## config.mk

```make
export PLATFORM = sky130hd
export DESIGN_NAME = bthp_update
export DESIGN_NICKNAME = d
export VERILOG_FILES = /design/src/hdl/bthp_pkg.sv /design/src/hdl/bthp_update.sv
export SDC_FILE = /design/constraint.sdc
export NUM_CORES = 1
export LEC_CHECK = 0
export ABC_AREA = 1
export ABC_CLOCK_PERIOD_IN_PS = 1700
export BUFFER_PORTS_ARGS = -buffer_cell sky130_fd_sc_hd__buf_2
export CORE_AREA = 2 2 129 131
export DETAILED_ROUTE_END_ITERATION = 7
export DIE_AREA = 0 0 131 133
export GPL_ROUTABILITY_DRIVEN = 0
export PLACE_DENSITY = 0.69
export SLEW_MARGIN = 5
export SYNTH_ARGS = -nofsm -noshare
export SYNTH_HDL_FRONTEND = slang
export SYNTH_SLANG_ARGS = --single-unit
```

## constraint.sdc

```tcl
create_clock -name vclk -period 1.7
set_clock_uncertainty 0.2 [all_clocks]
set_input_delay 0.255 -clock vclk [all_inputs]
set_output_delay 0.255 -clock vclk [all_outputs]
set_load 0.02 [all_outputs]
```

## src/hdl/bthp_pkg.sv

```systemverilog
// shared types for the branch target hysteresis predictor
package bthp_pkg;

  // outcome reported for one resolved branch
  typedef struct packed {
    logic hit;
    logic correct;
  } bthp_result_t;

endpackage

```

## src/hdl/bthp_update.sv

```systemverilog
// entry lookup and hysteresis update for one resolved branch
module bthp_update #(
  parameter int TagW = 54,
  parameter int TgtW = 32
) (
  input  logic                    ent_valid_i,
  input  logic [TagW-1:0]         ent_tag_i,
  input  logic [TgtW-1:0]         ent_last_i,
  input  logic [TgtW-1:0]         ent_pred_i,
  input  logic                    ent_pvalid_i,
  input  logic [TagW-1:0]         tag_i,
  input  logic [TgtW-1:0]         target_i,
  output logic                    new_valid_o,
  output logic [TagW-1:0]         new_tag_o,
  output logic [TgtW-1:0]         new_last_o,
  output logic [TgtW-1:0]         new_pred_o,
  output logic                    new_pvalid_o,
  output bthp_pkg::bthp_result_t  result_o
);

  logic hit;
  logic target_matches;
  logic last_matches;

  assign hit            = ent_valid_i && (ent_tag_i == tag_i);
  assign target_matches = ent_pvalid_i && (ent_pred_i == target_i);
  assign last_matches   = ent_pvalid_i && (ent_pred_i == ent_last_i);

  always_comb begin
    new_valid_o      = 1'b1;
    new_tag_o        = tag_i;
    new_last_o       = target_i;
    new_pred_o       = ent_pred_i;
    new_pvalid_o     = ent_pvalid_i;
    result_o.hit     = hit;
    result_o.correct = hit && target_matches;
    if (!hit) begin
      // fill: actual target goes into both slots
      new_pred_o   = target_i;
      new_pvalid_o = 1'b1;
    end else if (target_i == ent_last_i) begin
      // seen twice in a row, promote to prediction
      new_pred_o   = target_i;
      new_pvalid_o = 1'b1;
    end else if (!target_matches && !last_matches) begin
      new_pred_o   = '0;
      new_pvalid_o = 1'b0;
    end
  end

endmodule

```

==> results of run 1 <==
[Yosys cell counts]
library cell	instances	area, sq um
nand3_1	50	250
nor2_2	1	6.26
xnor2_1	24	210
nand2_2	1	6.26
and2_1	1	6.26
nand3b_1	6	45.0
nor2_1	158	593
nand3_2	1	10.0
xor2_1	33	289
nor2_4	1	11.3
o21ai_0	13	65.1
or2_2	5	31.3
inv_2	5	18.8
nor3b_1	2	15.0
nand2_1	389	1460
a21boi_0	1	7.51
nand4_1	18	113
inv_1	161	604
clkinv_1	2	7.51
o21ai_1	1	5.00
and3b_1	1	8.76
o22ai_1	1	6.26
buf_6	9	101
conb_1	1	3.75
buf_4	88	661
and3_1	1	6.26
nor3_1	9	45.0
[critical path, stage by stage]
cell	delay, ns
buf_6	0.08
inv_2	0.04
nand2_2	0.09
nand2_2	0.06
nor2_2	0.09
nand2_1	0.09
nor2_1	0.10
nand2_1	0.09
nor2_2	0.17
nand2_2	0.09
nor2_4	0.15
buf_12	0.13
clkbuf_16	0.17
nand3_1	0.10
nand2_2	0.08
buf_6	0.11
[power groups by stage]
stage | sequential [uW] | combinational (uW) | clock (uW)
2_1_floorplan | 0 | 985 | 0
3_3_place_gp | 0 | 1840 | 0
3_5_place_dp | 0 | 1850 | 0
4_1_cts | 0 | 1950 | 0
5_1_grt | 0 | 2300 | 0.0000788
6_report | 0 | 2130 | 0.0000790
[metrics by stage]
stage               std cells  utilization [%]  cell area [sq um]  hold WS, ns  setup TNS [ns]
floorplan                 983                -               4870        0.417           -1.14
global placement         1587             44.9               7260        0.556          -21.83
detailed placement       1587             44.9               7260        0.559          -21.90
CTS                      1593             48.0               7760        0.537          -18.14
global route             1604             52.4               8470        0.540          -23.75
finish                   1604             52.4               8470        0.537          -19.86
[final timing paths]
kind	startpoint	to	slack (ns)	cells past startpoint
worst max-delay path	ent_tag_i[27]	new_pred_o[18]	-0.65	16
worst min-delay path	tag_i[15]	new_tag_o[15]	0.54	2
[cell families after synthesis]
family / after synthesis
AO/OA/AOI/OAI: 16
other: 1
XOR/XNOR: 57
buffers and inverters: 265
AND/OR/NAND/NOR: 644
[per-layer routing]
metal / track usage, % / part of all wire (%)
met4: 4.96 / 2.7
met5: 0 / 0
met1: 27.7 / 40
met3: 2.18 / 6.5
met2: 43.4 / 51
[area by class of cell]
cell class	count	area (sq um)
repair buffers	497	3530
fillers	1560	7700
diodes	1	2.50
multi-input cells	718	3970
well taps	220	275
inverters	168	693
[repair_timing]
| item | in CTS | in global routing |
|---|---|---|
| setup buffers | 4 | 7 |
| cloned | 2 | 3 |
| pin swaps | 8 | 78 |
| resized for setup | 123 | 177 |
| setup endpoints to repair | 35 | 35 |
| endpoints found under the hold margin | 0 | 0 |
==> results.ini, run 1 <==
[run_status]
status=complete, but fails checks
violations=negative setup slack

[sta]
period_share_pct=138
slew_violations=0
final-setup-viol-count=35
rsz0062_at_grt=true
setup_slack_ns=-0.650
finalHoldViolations=0
min_period_ns=2.35
max_freq_mhz=426

[setup_path]
crit_required_ns=1.24
endpoint_kind=output pin
worstPathArrival_ns=1.89
crit_fanout=8
worstSetupPathType=in2out
start_kind=primary input

[floorplanning]
die_h_um=133
die_w_um=131
ios=328
start_util_pct=28.4
rows=47
dieArea_sq_um=17400
core_area_sq_um=16200

[synth]
synth_area_sq_um=4590
ys.warnings.count=0
ys_seq_area_share_pct=0
yosys.area_share.simple_pct=56.8
synth_xor_area_share_pct=10.9
synth-compound-area-share_pct=1.83
syn_inst=983
syn_avg_cell_area_sq_um=4.67
synth_top_family_by_area=simple AND/OR/NAND/NOR gates
synth_mux_area_share_pct=0
synth.distinct_cells=27
synth_fa_ha_area_share_pct=0
syn-num-nets=1189

[cells_and_area]
layout_commonest_cell=nand2_1
drive_gt1_share_pct=54.0
design.seq.count=0
area_growth_pct=84.7
clock_buffers=0
fin_nets=1591
layout_common_cells=nand2_1 (271), buf_2 (256), buf_4 (166)
seqCellArea_sq_um=0

[detailed_routing]
viasPerCell=4.49
num_vias=7204
wl_mm=22.8
drc_errors=0
drtAntennaViolNets=0
first_pass_iters=6
drt-initial-drc-count=426
drt-wirelength-per-cell_um=14.2

[pwr]
powerDensity_nw_per_um2=251
ir_worst_vdd_uv=141
p_leak_uw=0.00499
pwr-share-seq_pct=0
p_sw_share_pct=54.1
p_int_uw=975
total_power_uw=2130
p_comb_share_pct=100.0
clock_power_share_pct=0
p_sw_uw=1150

[placed_design]
place_hpwl_mm=18.2
pre_cts_slack_ns=-0.669
portBuffers=327

[grt]
grt_pass1_wl_mm=31.9
antenna_found_initial=2
grt_max_degree=18
grt_pass1_vias=6522
overflow=0
track_usage_pct=23.0

[job]
maxCapViolCount=0

[clock_network]
hold_buffers=0

[worst_hold_path]
worstHoldPathType=in2out

Power figures use the tool's default switching activity.
==> run 2: changes to the inputs <==
--- a/config.mk
+++ b/config.mk
@@ -8,11 +8,11 @@
 export ABC_AREA = 1
 export ABC_CLOCK_PERIOD_IN_PS = 1700
 export BUFFER_PORTS_ARGS = -buffer_cell sky130_fd_sc_hd__buf_2
-export CORE_AREA = 2 2 129 131
+export CORE_AREA = 3 3 126 128
 export DETAILED_ROUTE_END_ITERATION = 7
-export DIE_AREA = 0 0 131 133
+export DIE_AREA = 0 0 129 131
 export GPL_ROUTABILITY_DRIVEN = 0
-export PLACE_DENSITY = 0.69
+export PLACE_DENSITY = 0.72
 export SLEW_MARGIN = 5
 export SYNTH_ARGS = -nofsm -noshare
 export SYNTH_HDL_FRONTEND = slang
==> results.ini, run 2 (synthesis results as in run 1) <==
[sta]
final-setup-viol-count=35
whs_ns=0.533
setup_slack_ns=-0.596
min_period_ns=2.30
rsz0062_at_grt=true
finalSetupTns_ns=-19.49
period_share_pct=135
finalHoldViolations=0
max_freq_mhz=436
slew_violations=0

[floorplanning]
die_w_um=129
core_area_sq_um=15000
rows=45
die_h_um=131
start_util_pct=30.6
ios=328
dieArea_sq_um=16900

[cells_and_area]
fillers=1388
drive_gt1_share_pct=53.7
multi_input_area_sq_um=3890
design.seq.count=0
area_growth_pct=85.4
clock_buffers=0
final_util_pct=56.8
seqCellArea_sq_um=0
layout_common_cells=nand2_1 (278), buf_2 (243), buf_4 (203)
fin_nets=1615
layout_commonest_cell=nand2_1

[placed_design]
pre_cts_slack_ns=-0.712
portBuffers=327
place_hpwl_mm=18.7

[setup_path]
start_kind=primary input
endpoint_kind=output pin
crit_buf_inv=4
worst_path_largest_cell_delay_ns=0.18
crit_required_ns=1.24
worstPathCellList=buf_2 -> xor2_1 -> nor2_1 -> nand2_1 -> nor2_1 -> nand2_1 -> nor2_2 -> nor2_4 -> buf_6 -> buf_16 -> nand3_4 -> nand2_2 -> buf_6
path_delay_family=simple AND/OR/NAND/NOR gates
worstSetupPathType=in2out
slowest_stage=xor2_1
crit_fanout=8
worstPathArrival_ns=1.84

[detailed_routing]
num_vias=7434
first_pass_iters=5
viasPerCell=4.66
wl_mm=23.3
drt-initial-drc-count=422
drtAntennaViolNets=0
drc_errors=0
drt-wirelength-per-cell_um=14.6

[worst_hold_path]
worstHoldPathType=in2out

[pwr]
p_leak_uw=0.00508
total_power_uw=2160
powerDensity_nw_per_um2=254
ir_worst_vdd_uv=132

[grt]
grt_pass1_wl_mm=31.6
grt_max_degree=20
track_usage_pct=23.1
grt_pass1_vias=6571
antenna_found_initial=0
overflow=0

[run_status]
status=complete, but fails checks
violations=negative setup slack

[job]
maxCapViolCount=0

## run 2: changes by cell type in the layout (fill, tap and decap cells not counted), sizes merged
cell,previous run,this run
clkbuf,4,3
clkinv,3,2
inv,165,166
buf,493,518
## run 2: layout make-up
class              instances  share of cell area [%]
multi-input cells        718                    45.7
repair buffers           521                    43.5
inverters                168                    7.98
well taps                188                    2.77
diodes                     1                  0.0294
## run 2: repair_timing
item | 4_1_cts | 5_1_grt
endpoints found under the setup margin | 35 | 35
resized for setup | 110 | 180
gates cloned | 2 | 2
setup buffers | 8 | 15
hold buffers | 0 | 0
pin swaps | 10 | 71
## run 2: worst paths after layout
kind | from | endpoint | depth (start not counted)
worst max-delay path | ent_last_i[24] | new_pred_o[31] | 13
worst min-delay path | tag_i[34] | new_tag_o[34] | 2
## run 2: where the power goes
group	switching, uW	internal, uW
registers	0	0
clock network	0	0.0000790
logic	1160	1010
total	1160	1010
## run 2: metrics by stage
step | instance area (sq um) | instances
6_report | 8500 | 1596
5_1_grt | 8500 | 1595
4_1_cts | 7770 | 1579
3_5_place_dp | 7290 | 1569
3_3_place_gp | 7290 | 1569
2_1_floorplan | 4870 | 983
## run 2: routing by layer
metal | wire length, um | global-route usage (%)
met2 | 11900 | 43.1
met5 | 0 | 0
met3 | 1480 | 2.11
met1 | 9270 | 28.5
met4 | 626 | 5.56
