File: src/hdl/bthp_ram.sv
// generic single-port-write, single-port-read ram with registered read data
module bthp_ram #(
  parameter int Width = 8,
  parameter int Depth = 16
) (
  input  logic                     clk_i,
  input  logic                     we_i,
  input  logic [$clog2(Depth)-1:0] waddr_i,
  input  logic [Width-1:0]         wdata_i,
  input  logic                     re_i,
  input  logic [$clog2(Depth)-1:0] raddr_i,
  output logic [Width-1:0]         rdata_o
);

  logic [Width-1:0] mem_q [Depth];
  logic [Width-1:0] rdata_q;

  always_ff @(posedge clk_i) begin
    if (we_i) begin
      mem_q[waddr_i] <= wdata_i;
    end
    if (re_i) begin
      rdata_q <= mem_q[raddr_i];
    end
  end

  assign rdata_o = rdata_q;

endmodule

File: config.mk
export PLATFORM = sky130hd
export DESIGN_NAME = bthp_ram
export DESIGN_NICKNAME = d
export VERILOG_FILES = /design/src/hdl/bthp_ram.sv
export SDC_FILE = /design/constraint.sdc
export NUM_CORES = 1
export LEC_CHECK = 0
export ABC_AREA = 1
export BUFFER_PORTS_ARGS = -buffer_cell sky130_fd_sc_hd__buf_2
export CAP_MARGIN = 20
export CORE_ASPECT_RATIO = 0.7
export CORE_MARGIN = 2
export CORE_UTILIZATION = 55
export CTS_BUF_LIST = sky130_fd_sc_hd__clkbuf_4 sky130_fd_sc_hd__clkbuf_8
export CTS_CLUSTER_SIZE = 8
export DETAILED_ROUTE_END_ITERATION = 8
export GPL_ROUTABILITY_DRIVEN = 0
export PLACE_DENSITY = 0.72
export SYNTH_ARGS = -nofsm -noshare
export SYNTH_HDL_FRONTEND = slang
export SYNTH_SLANG_ARGS = --single-unit
File: constraint.sdc
create_clock -name clk_i -period 1 [get_ports clk_i]
set_input_delay 0.1 -clock clk_i [delete_from_list [all_inputs] [get_ports clk_i]]
set_output_delay 0.1 -clock clk_i [all_outputs]
set_load 0.05 [all_outputs]
==> impl_metrics.env, run 1 <==
export IMPL_timing_fmax_ghz=0.855
export IMPL_p_leak_nw=3.08
export IMPL_antenna_found_initial=0
export IMPL_r2r_setup_slack_ns=-0.07
export IMPL_initial_core_util_pct=56.5
export IMPL_cp_end_kind="primary output"
export IMPL_numCtsBuffers=17
export IMPL_clockRootBuffer="clkbuf_8"
export IMPL_tightestPinTransition_ns=0.478
export IMPL_setup_violations=16
export IMPL_min_path_type="in -> reg"
export IMPL_ys_seq_area_share_pct=69.8
export IMPL_min_period_over_period_pct=117
export IMPL_routedWlPerCell_microns=19.0
export IMPL_grt_pass1_vias=3891
export IMPL_worstReg2RegStart="mem_q[2][5]$_DFFE_PP_"
export IMPL_grt_pass1_wl_mm=21.7
export IMPL_core_area_sq_um=10400
export IMPL_status="finished, violations left"
export IMPL_power_density_nw_per_um2=1730
export IMPL_drt_iter0_markers=537
export IMPL_drc=0
export IMPL_grt_max_degree=65
export IMPL_critical_path_buf_inv_count=1
export IMPL_drive_above_1_share_pct=27.6
export IMPL_die_h_microns=90.3
export IMPL_syn_avg_cell_area_sq_um=10.6
export IMPL_worstHoldPathCells=1
export IMPL_min_from="re_i"
export IMPL_slowest_stage="edfxtp_1"
export IMPL_die_w_microns=127
export IMPL_synth_area_sq_um=5850
export IMPL_rsz0062_at_grt="yes"
export IMPL_total_power_mw=12.4
export IMPL_finalMaxSlewViolations=0
export IMPL_fin_nets=621
export IMPL_slowest_delay_ns=0.44
export IMPL_dpl_hpwl_mm=8.68
export IMPL_crit_type="reg -> out"
export IMPL_timing_final_ws_setup_ns=-0.170
export IMPL_final_antenna_net_count=0
export IMPL_portBuffers=26
export IMPL_clock_skew_ns=0.0154
export IMPL_pre_cts_ws_ns=-0.269
export IMPL_finish_utilization_pct=68.8
export IMPL_track_usage_pct=25.8
export IMPL_vdd_ir_drop_max_v=0.00119
export IMPL_dieArea_sq_um=11500
export IMPL_ys_types=11
export IMPL_cp_data_required_time_ns=0.90
export IMPL_yosysWarnings=0
export IMPL_viasPerCell=5.39
export IMPL_ctsHoldBuffers=0
export IMPL_postCtsSetupRepairBufs=0
export IMPL_crit_chain="buf_6"
export IMPL_crit_family="flip-flops"
export IMPL_vias=4028
export IMPL_first_pass_iters=6
export IMPL_r2r_cells=6
export IMPL_cp_max_fo=1
export IMPL_netlist_instances=551
export IMPL_clockBufferDepth=2
export IMPL_clock_latency_ns=0.44
export IMPL_max_cap_violations=0
export IMPL_cp_start_kind="flop"
export IMPL_routed_wl_mm=14.2
export IMPL_rows=31
export IMPL_h_tree_depth=4
export IMPL_clkTransAtPathRegs_ns=0.08
export IMPL_cts_tree="built"
export IMPL_ys_ff_latch=136
export IMPL_syn_num_nets=570
export IMPL_antenna_cells=0
export IMPL_min_to="rdata_o[1]$_DFFE_PP_"
export IMPL_period_needed_ns=1.17
export IMPL_failed_checks="negative setup slack"
export IMPL_ios=27
export IMPL_rr_endpoint="rdata_o[5]$_DFFE_PP_"
export IMPL_relSlewSlack_pct=68.1
export IMPL_cts_sinks=136
export IMPL_syn2layout_area_growth_pct=21.9
export IMPL_grt_overflow_total=0
export IMPL_worst_endpoint_arrival_ns=1.07
export IMPL_hold_viol=0
[placed cells by master, fill, tap and decap left out, types with 5 or more instances in the layout]
cell type	n
buf_12	8
buf_2	18
buf_4	22
buf_6	8
clkbuf_8	17
clkinv_2	5
edfxtp_1	136
inv_1	96
inv_2	6
nand2_1	161
nand2_2	12
nand3_1	33
nand3_2	63
nor2_1	14
[logic make-up (layout without fill, tap and decap cells)]
family                 Yosys count  in the layout  share of synthesized area (%)
and+or+nand+nor                289            289                           20.8
buffers and inverters          126            190                           9.39
DFF                            136            136                           69.8
[through the flow]
stage / instances / area [sq um] / hold slack, ns / setup TNS [ns]
after global placement: 715 / 6310 / 0.478 / -8.03
after CTS: 747 / 6930 / 0.00205 / -1.62
after global routing: 747 / 7130 / 0.0103 / -2.25
after detailed placement: 715 / 6310 / 0.474 / -11.14
after floorplan: 551 / 5850 / 0.199 / -4.12
final: 747 / 7130 / 0.0158 / -1.55
[report_power, final]
part	switching, mW	internal [mW]
sequential	0.0487	6.42
clock	2.04	2.75
combinational	0.750	0.351
[per-layer routing]
layer / up-vias / track usage (%) / part of all wire, %
met4: 0 / 8.61 / 2.1
met5: - / 0 / 0
met3: 28 / 8.23 / 9.6
li1: 1877 / - / -
met1: 1915 / 39.8 / 45
met2: 208 / 34.7 / 43
[repair_timing]
action,4_1_cts,5_1_grt
setup endpoints to repair,16,16
pin swaps,28,36
resized for setup,50,47
[synthesized netlist by cell type (all sizes together)]
library cell	count	share of area, %
nand2	173	11
edfxtp	136	70
inv	102	6.5
nand3	97	8.3
buf	24	2.8
nor2	17	1.1
nand3b	2	0.26
[flip-flops by register name (all words and copies together), names as in the netlist]
signal and cells:
mem_q 128, rdata_o 8
[cell type report]
cell class	count	area, sq um
flip-flops and latches	136	4080
fillers	748	3230
multi-input cells	289	1580
repair buffers	56	505
inverters	102	383
clock buffers	20	256
well taps	132	165
clock inverters	12	156
[how the worst max path moves through the flow]
stage,from,end,cells past startpoint
final,rdata_o[3]$_DFFE_PP_,rdata_o[3],1
after global routing,rdata_o[7]$_DFFE_PP_,rdata_o[7],1
after CTS,rdata_o[6]$_DFFE_PP_,rdata_o[6],1
after floorplan,waddr_i[2],mem_q[10][0]$_DFFE_PP_,2
after global placement,raddr_i[0],rdata_o[4]$_DFFE_PP_,7
after detailed placement,raddr_i[0],rdata_o[4]$_DFFE_PP_,7
Note: power is estimated with default switching activity, not from simulation.
==> run 2, diff against run 1 <==
- CELL_PAD_IN_SITES_DETAIL_PLACEMENT: default -> 1
- CELL_PAD_IN_SITES_GLOBAL_PLACEMENT: default -> 1
- CORE_UTILIZATION: 55 -> 46
- PLACE_DENSITY: 0.72 -> 0.75
==> run 2 against run 1 <==
  * The run still ends with negative setup slack left
  * Non-clock buffer count increased by 4
  * Fmax grew 0.16%
  * Global-route usage decreased by 2.5 points
  * Critical path depth did not move
  * Critical path type unchanged
  * Critical endpoint unchanged
  * Largest cell class unchanged
  * Largest power group unchanged
  * Highest routed layer unchanged
==> impl_metrics.env, run 2 (synthesis gave the netlist of run 1 again) <==
export IMPL_startpoint="rdata_o[3]$_DFFE_PP_"
export IMPL_die_w_microns=139
export IMPL_core_area_sq_um=12400
export IMPL_cp_max_fo=1
export IMPL_min_period_over_period_pct=117
export IMPL_routedWlPerCell_microns=19.4
export IMPL_timing_final_ws_setup_ns=-0.168
export IMPL_slowest_delay_ns=0.45
export IMPL_clock_skew_ns=0.00877
export IMPL_min_from="re_i"
export IMPL_r2r_setup_slack_ns=-0.10
export IMPL_cts_sinks=136
export IMPL_rows=34
export IMPL_layout_common_cells="164 x nand2_1, 136 x edfxtp_1, 98 x inv_1, 50 x nand3_1, 46 x nand3_2"
export IMPL_die_h_microns=98.3
export IMPL_power_density_nw_per_um2=1730
export IMPL_cts_tree="built"
export IMPL_syn2layout_area_growth_pct=22.2
export IMPL_tightestPinTransition_ns=0.395
export IMPL_slowest_stage="edfxtp_1"
export IMPL_timing_fmax_ghz=0.856
export IMPL_clkTransAtPathRegs_ns=0.07
export IMPL_min_path_type="in -> reg"
export IMPL_fin_nets=625
export IMPL_drc=0
export IMPL_drt_iter0_markers=222
export IMPL_status="finished, violations left"
export IMPL_antenna_cells=0
export IMPL_initial_core_util_pct=47.1
export IMPL_max_cap_violations=0
export IMPL_worst_endpoint_arrival_ns=1.07
export IMPL_grt_pass1_wl_mm=23.6
export IMPL_numCtsBuffers=17
export IMPL_portBuffers=26
export IMPL_routed_wl_mm=15.1
export IMPL_relSlewSlack_pct=73.7
export IMPL_nFillCells=1336
export IMPL_cp_data_required_time_ns=0.90
export IMPL_ios=27
export IMPL_multi_input_area_sq_um=1490
export IMPL_grt_pass1_vias=4217
export IMPL_failed_checks="negative setup slack"
export IMPL_critical_path_buf_inv_count=1
export IMPL_setup_violations=16
export IMPL_viasPerCell=5.08
export IMPL_layout_commonest_cell="nand2_1"
export IMPL_vias=3966
export IMPL_cp_end_kind="primary output"
export IMPL_worstReg2RegStart="mem_q[5][7]$_DFFE_PP_"
export IMPL_crit_family="flip-flops"
export IMPL_crit_type="reg -> out"
export IMPL_track_usage_pct=23.4
export IMPL_vdd_ir_drop_max_v=0.000738
export IMPL_p_leak_nw=3.06
export IMPL_largest_register_ffs=128
export IMPL_top_register="mem_q"
export IMPL_r2r_cells=6
export IMPL_final_antenna_net_count=0
export IMPL_hold_viol=0
export IMPL_ctsHoldBuffers=0
export IMPL_crit_chain="buf_6"
export IMPL_grt_max_degree=35
export IMPL_worstHoldPathCells=1
export IMPL_finalMaxSlewViolations=0
export IMPL_finish_utilization_pct=57.5
export IMPL_rr_endpoint="rdata_o[7]$_DFFE_PP_"
export IMPL_fin_tns_setup_ns=-1.58
export IMPL_dpl_hpwl_mm=9.92
export IMPL_drive_above_1_share_pct=24.4
export IMPL_final_seq_area_sq_um=4080
export IMPL_clockRootBuffer="clkbuf_8"
export IMPL_antenna_found_initial=0
export IMPL_clockBufferDepth=2
export IMPL_dieArea_sq_um=13600
export IMPL_clock_latency_ns=0.44
export IMPL_grt_overflow_total=0
export IMPL_min_to="rdata_o[1]$_DFFE_PP_"
export IMPL_h_tree_depth=4
export IMPL_rsz0062_at_grt="yes"
export IMPL_first_pass_iters=4
export IMPL_period_needed_ns=1.17
export IMPL_cp_start_kind="flop"
==> run 2: worst max path at each step <==
| stage | to | depth (start not counted) |
|---|---|---|
| 2_1_floorplan | mem_q[10][0]$_DFFE_PP_ | 2 |
| 3_3_place_gp | rdata_o[2]$_DFFE_PP_ | 10 |
| 3_5_place_dp | rdata_o[1]$_DFFE_PP_ | 10 |
| 4_1_cts | rdata_o[3] | 1 |
| 5_1_grt | rdata_o[3] | 1 |
| 6_report | rdata_o[3] | 1 |
==> run 2: metrics by stage <==
step                worst slack, ns  cell area [sq um]  power [mW]  cells  hold WS (ns)
floorplan                   -0.0508               5850        7.12    551         0.199
global placement             -0.258               6410        7.50    749         0.457
detailed placement           -0.296               6410        7.56    749         0.473
CTS                          -0.185               6990        12.4    780       0.00777
global route                 -0.204               7140        12.8    780      0.000439
finish                       -0.168               7140        12.4    780        0.0297
==> run 2: final cells by class <==
| cell class | instances | share of cell area (%) |
|---|---|---|
| flip-flops and latches | 136 | 57.2 |
| multi-input cells | 289 | 20.8 |
| clock buffers | 17 | 3.27 |
| well taps | 162 | 2.84 |
| repair buffers | 60 | 8.02 |
| clock inverters | 14 | 2.54 |
| inverters | 102 | 5.36 |
==> run 2: metal layers <==
metal,up-vias,global-route usage [%],part of all wire (%)
met4,0,6.06,0.41
li1,1890,-,-
met5,-,0,0
met2,114,37.4,48
met1,1956,32.5,44
met3,6,5.79,6.9
==> run 2: power breakdown <==
part	internal, mW	switching (mW)	total [mW]
Sequential	6.41	0.0470	6.46
Clock	2.68	2.16	4.84
Combinational	0.366	0.720	1.09
Total	9.46	2.93	12.4
==> run 2: timing repair <==
action | in CTS | in global routing
setup buffers | 0 | 0
gates resized for setup | 40 | 35
pin swaps | 29 | 32
setup endpoints to repair | 16 | 16
==> run 3, diff against run 2 <==
- ABC_CLOCK_PERIOD_IN_PS: default -> 1000
- SKIP_CTS_REPAIR_TIMING: default -> 1
==> run 3 against run 2 <==
  * The run still ends with negative setup slack left
  * Combinational power hardly changed
  * Via count grew 0.96%
  * Critical path depth is the same
  * Critical endpoint unchanged
  * Highest routed layer unchanged
==> impl_metrics.env, run 3 (synthesis gave the netlist of run 1 again) <==
export IMPL_status="finished, violations left"
export IMPL_failed_checks="negative setup slack"
export IMPL_grt_pass1_wl_mm=23.5
export IMPL_h_tree_depth=4
export IMPL_grt_pass1_vias=4200
export IMPL_rr_endpoint="rdata_o[7]$_DFFE_PP_"
export IMPL_worstHoldPathCells=1
export IMPL_rsz0062_at_grt="yes"
export IMPL_layout_common_cells="167 x nand2_1, 136 x edfxtp_1, 99 x inv_1, 51 x nand3_2, 46 x nand3_1"
export IMPL_clockBufferDepth=2
export IMPL_top_layer="met4"
export IMPL_period_needed_ns=1.17
export IMPL_max_cap_violations=0
export IMPL_cp_end_kind="primary output"
export IMPL_dpl_hpwl_mm=9.92
export IMPL_wl_met2_mm=7.17
export IMPL_cp_start_kind="flop"
export IMPL_tightestPinTransition_ns=0.423
export IMPL_fin_tns_setup_ns=-1.70
export IMPL_relSlewSlack_pct=71.8
export IMPL_numCtsBuffers=17
export IMPL_timing_final_ws_setup_ns=-0.167
export IMPL_dpl_cell_area_sq_um=6410
export IMPL_clock_skew_ns=0.0113
export IMPL_syn2layout_area_growth_pct=22.3
export IMPL_fin_nets=625
export IMPL_crit_family="flip-flops"
export IMPL_slowest_stage="edfxtp_1"
export IMPL_layout_commonest_cell="nand2_1"
export IMPL_crit_type="reg -> out"
export IMPL_ios=27
export IMPL_nFillCells=1327
export IMPL_clock_latency_ns=0.45
export IMPL_track_usage_pct=23.2
export IMPL_wl_met1_mm=7.16
export IMPL_worstReg2RegStart="mem_q[11][7]$_DFFE_PP_"
export IMPL_finish_utilization_pct=57.6
export IMPL_initial_core_util_pct=47.1
export IMPL_fin_area_sq_um=7150
export IMPL_worst_endpoint_arrival_ns=1.07
export IMPL_antenna_cells=0
export IMPL_cts_tree="built"
export IMPL_total_power_mw=12.4
export IMPL_min_period_over_period_pct=117
export IMPL_drive_above_1_share_pct=24.4
export IMPL_cp_data_required_time_ns=0.90
export IMPL_p_leak_nw=3.07
export IMPL_portBuffers=26
export IMPL_final_antenna_net_count=0
export IMPL_clkTransAtPathRegs_ns=0.07
export IMPL_r2r_cells=6
export IMPL_core_area_sq_um=12400
export IMPL_vdd_ir_drop_max_v=0.000750
export IMPL_finalMaxSlewViolations=0
export IMPL_power_density_nw_per_um2=1740
export IMPL_die_h_microns=98.3
export IMPL_crit_chain="buf_6"
export IMPL_top_register="mem_q"
export IMPL_largest_register_ffs=128
export IMPL_clockRootBuffer="clkbuf_8"
export IMPL_pre_cts_ws_ns=-0.296
export IMPL_min_path_type="in -> reg"
export IMPL_first_pass_iters=4
export IMPL_hold_viol=0
export IMPL_r2r_setup_slack_ns=-0.11
export IMPL_die_w_microns=139
export IMPL_cts_sinks=136
export IMPL_startpoint="rdata_o[3]$_DFFE_PP_"
export IMPL_viasPerCell=5.13
export IMPL_vias=4004
export IMPL_timing_fmax_ghz=0.857
export IMPL_min_to="rdata_o[0]$_DFFE_PP_"
export IMPL_rows=34
export IMPL_routed_wl_mm=15.2
export IMPL_antenna_found_initial=0
export IMPL_drc=0
export IMPL_min_from="re_i"
export IMPL_grt_max_degree=35
export IMPL_drt_iter0_markers=216
export IMPL_routedWlPerCell_microns=19.5
export IMPL_setup_violations=16
export IMPL_grt_overflow_total=0
export IMPL_slowest_delay_ns=0.44
export IMPL_dieArea_sq_um=13600
export IMPL_critical_path_buf_inv_count=1
export IMPL_cp_max_fo=1
export IMPL_dr_wl_met3_microns=754
-- run 3: cell types whose count changed in the layout (fill, tap and decap cells not counted) --
cell     change
inv_1        +1
inv_2        -1
nand2_1      +3
nand2_2      -3
nand3_1      -4
nand3_2      +5
nand3_4      -1
-- run 3: layout make-up --
cell class              count  area (sq um)  area share, %
flip-flops and latches    136          4080           57.1
multi-input cells         289          1490           20.9
repair buffers             60           573           8.02
inverters                 102           383           5.36
clock buffers              17           234           3.27
well taps                 162           203           2.84
clock inverters            14           181           2.54
-- run 3: metal layers --
metal  track usage [%]  up-vias
li1                  -     1891
met1              32.7     2024
met2              37.1       77
met3              5.30       12
met4              5.67        0
met5                 0        -
-- run 3: worst max-delay path by stage --
stage	end	slack [ns]	cells after the start
after floorplan	mem_q[10][0]$_DFFE_PP_	-0.05	2
after global placement	rdata_o[2]$_DFFE_PP_	-0.26	10
after detailed placement	rdata_o[1]$_DFFE_PP_	-0.30	10
after CTS	rdata_o[3]	-0.23	1
after global routing	rdata_o[3]	-0.19	1
final	rdata_o[3]	-0.17	1
-- run 3: metrics by stage --
step | hold WS [ns] | instances
floorplan | 0.199 | 551
global placement | 0.457 | 749
detailed placement | 0.473 | 749
CTS | 0.00777 | 780
global route | 0.000300 | 780
finish | 0.0214 | 780
-- run 3: where the power goes --
group	internal (mW)	switching [mW]	leakage [nW]
Sequential	6.41	0.0478	1.24
Combinational	0.366	0.726	1.63
Clock	2.68	2.20	0.200
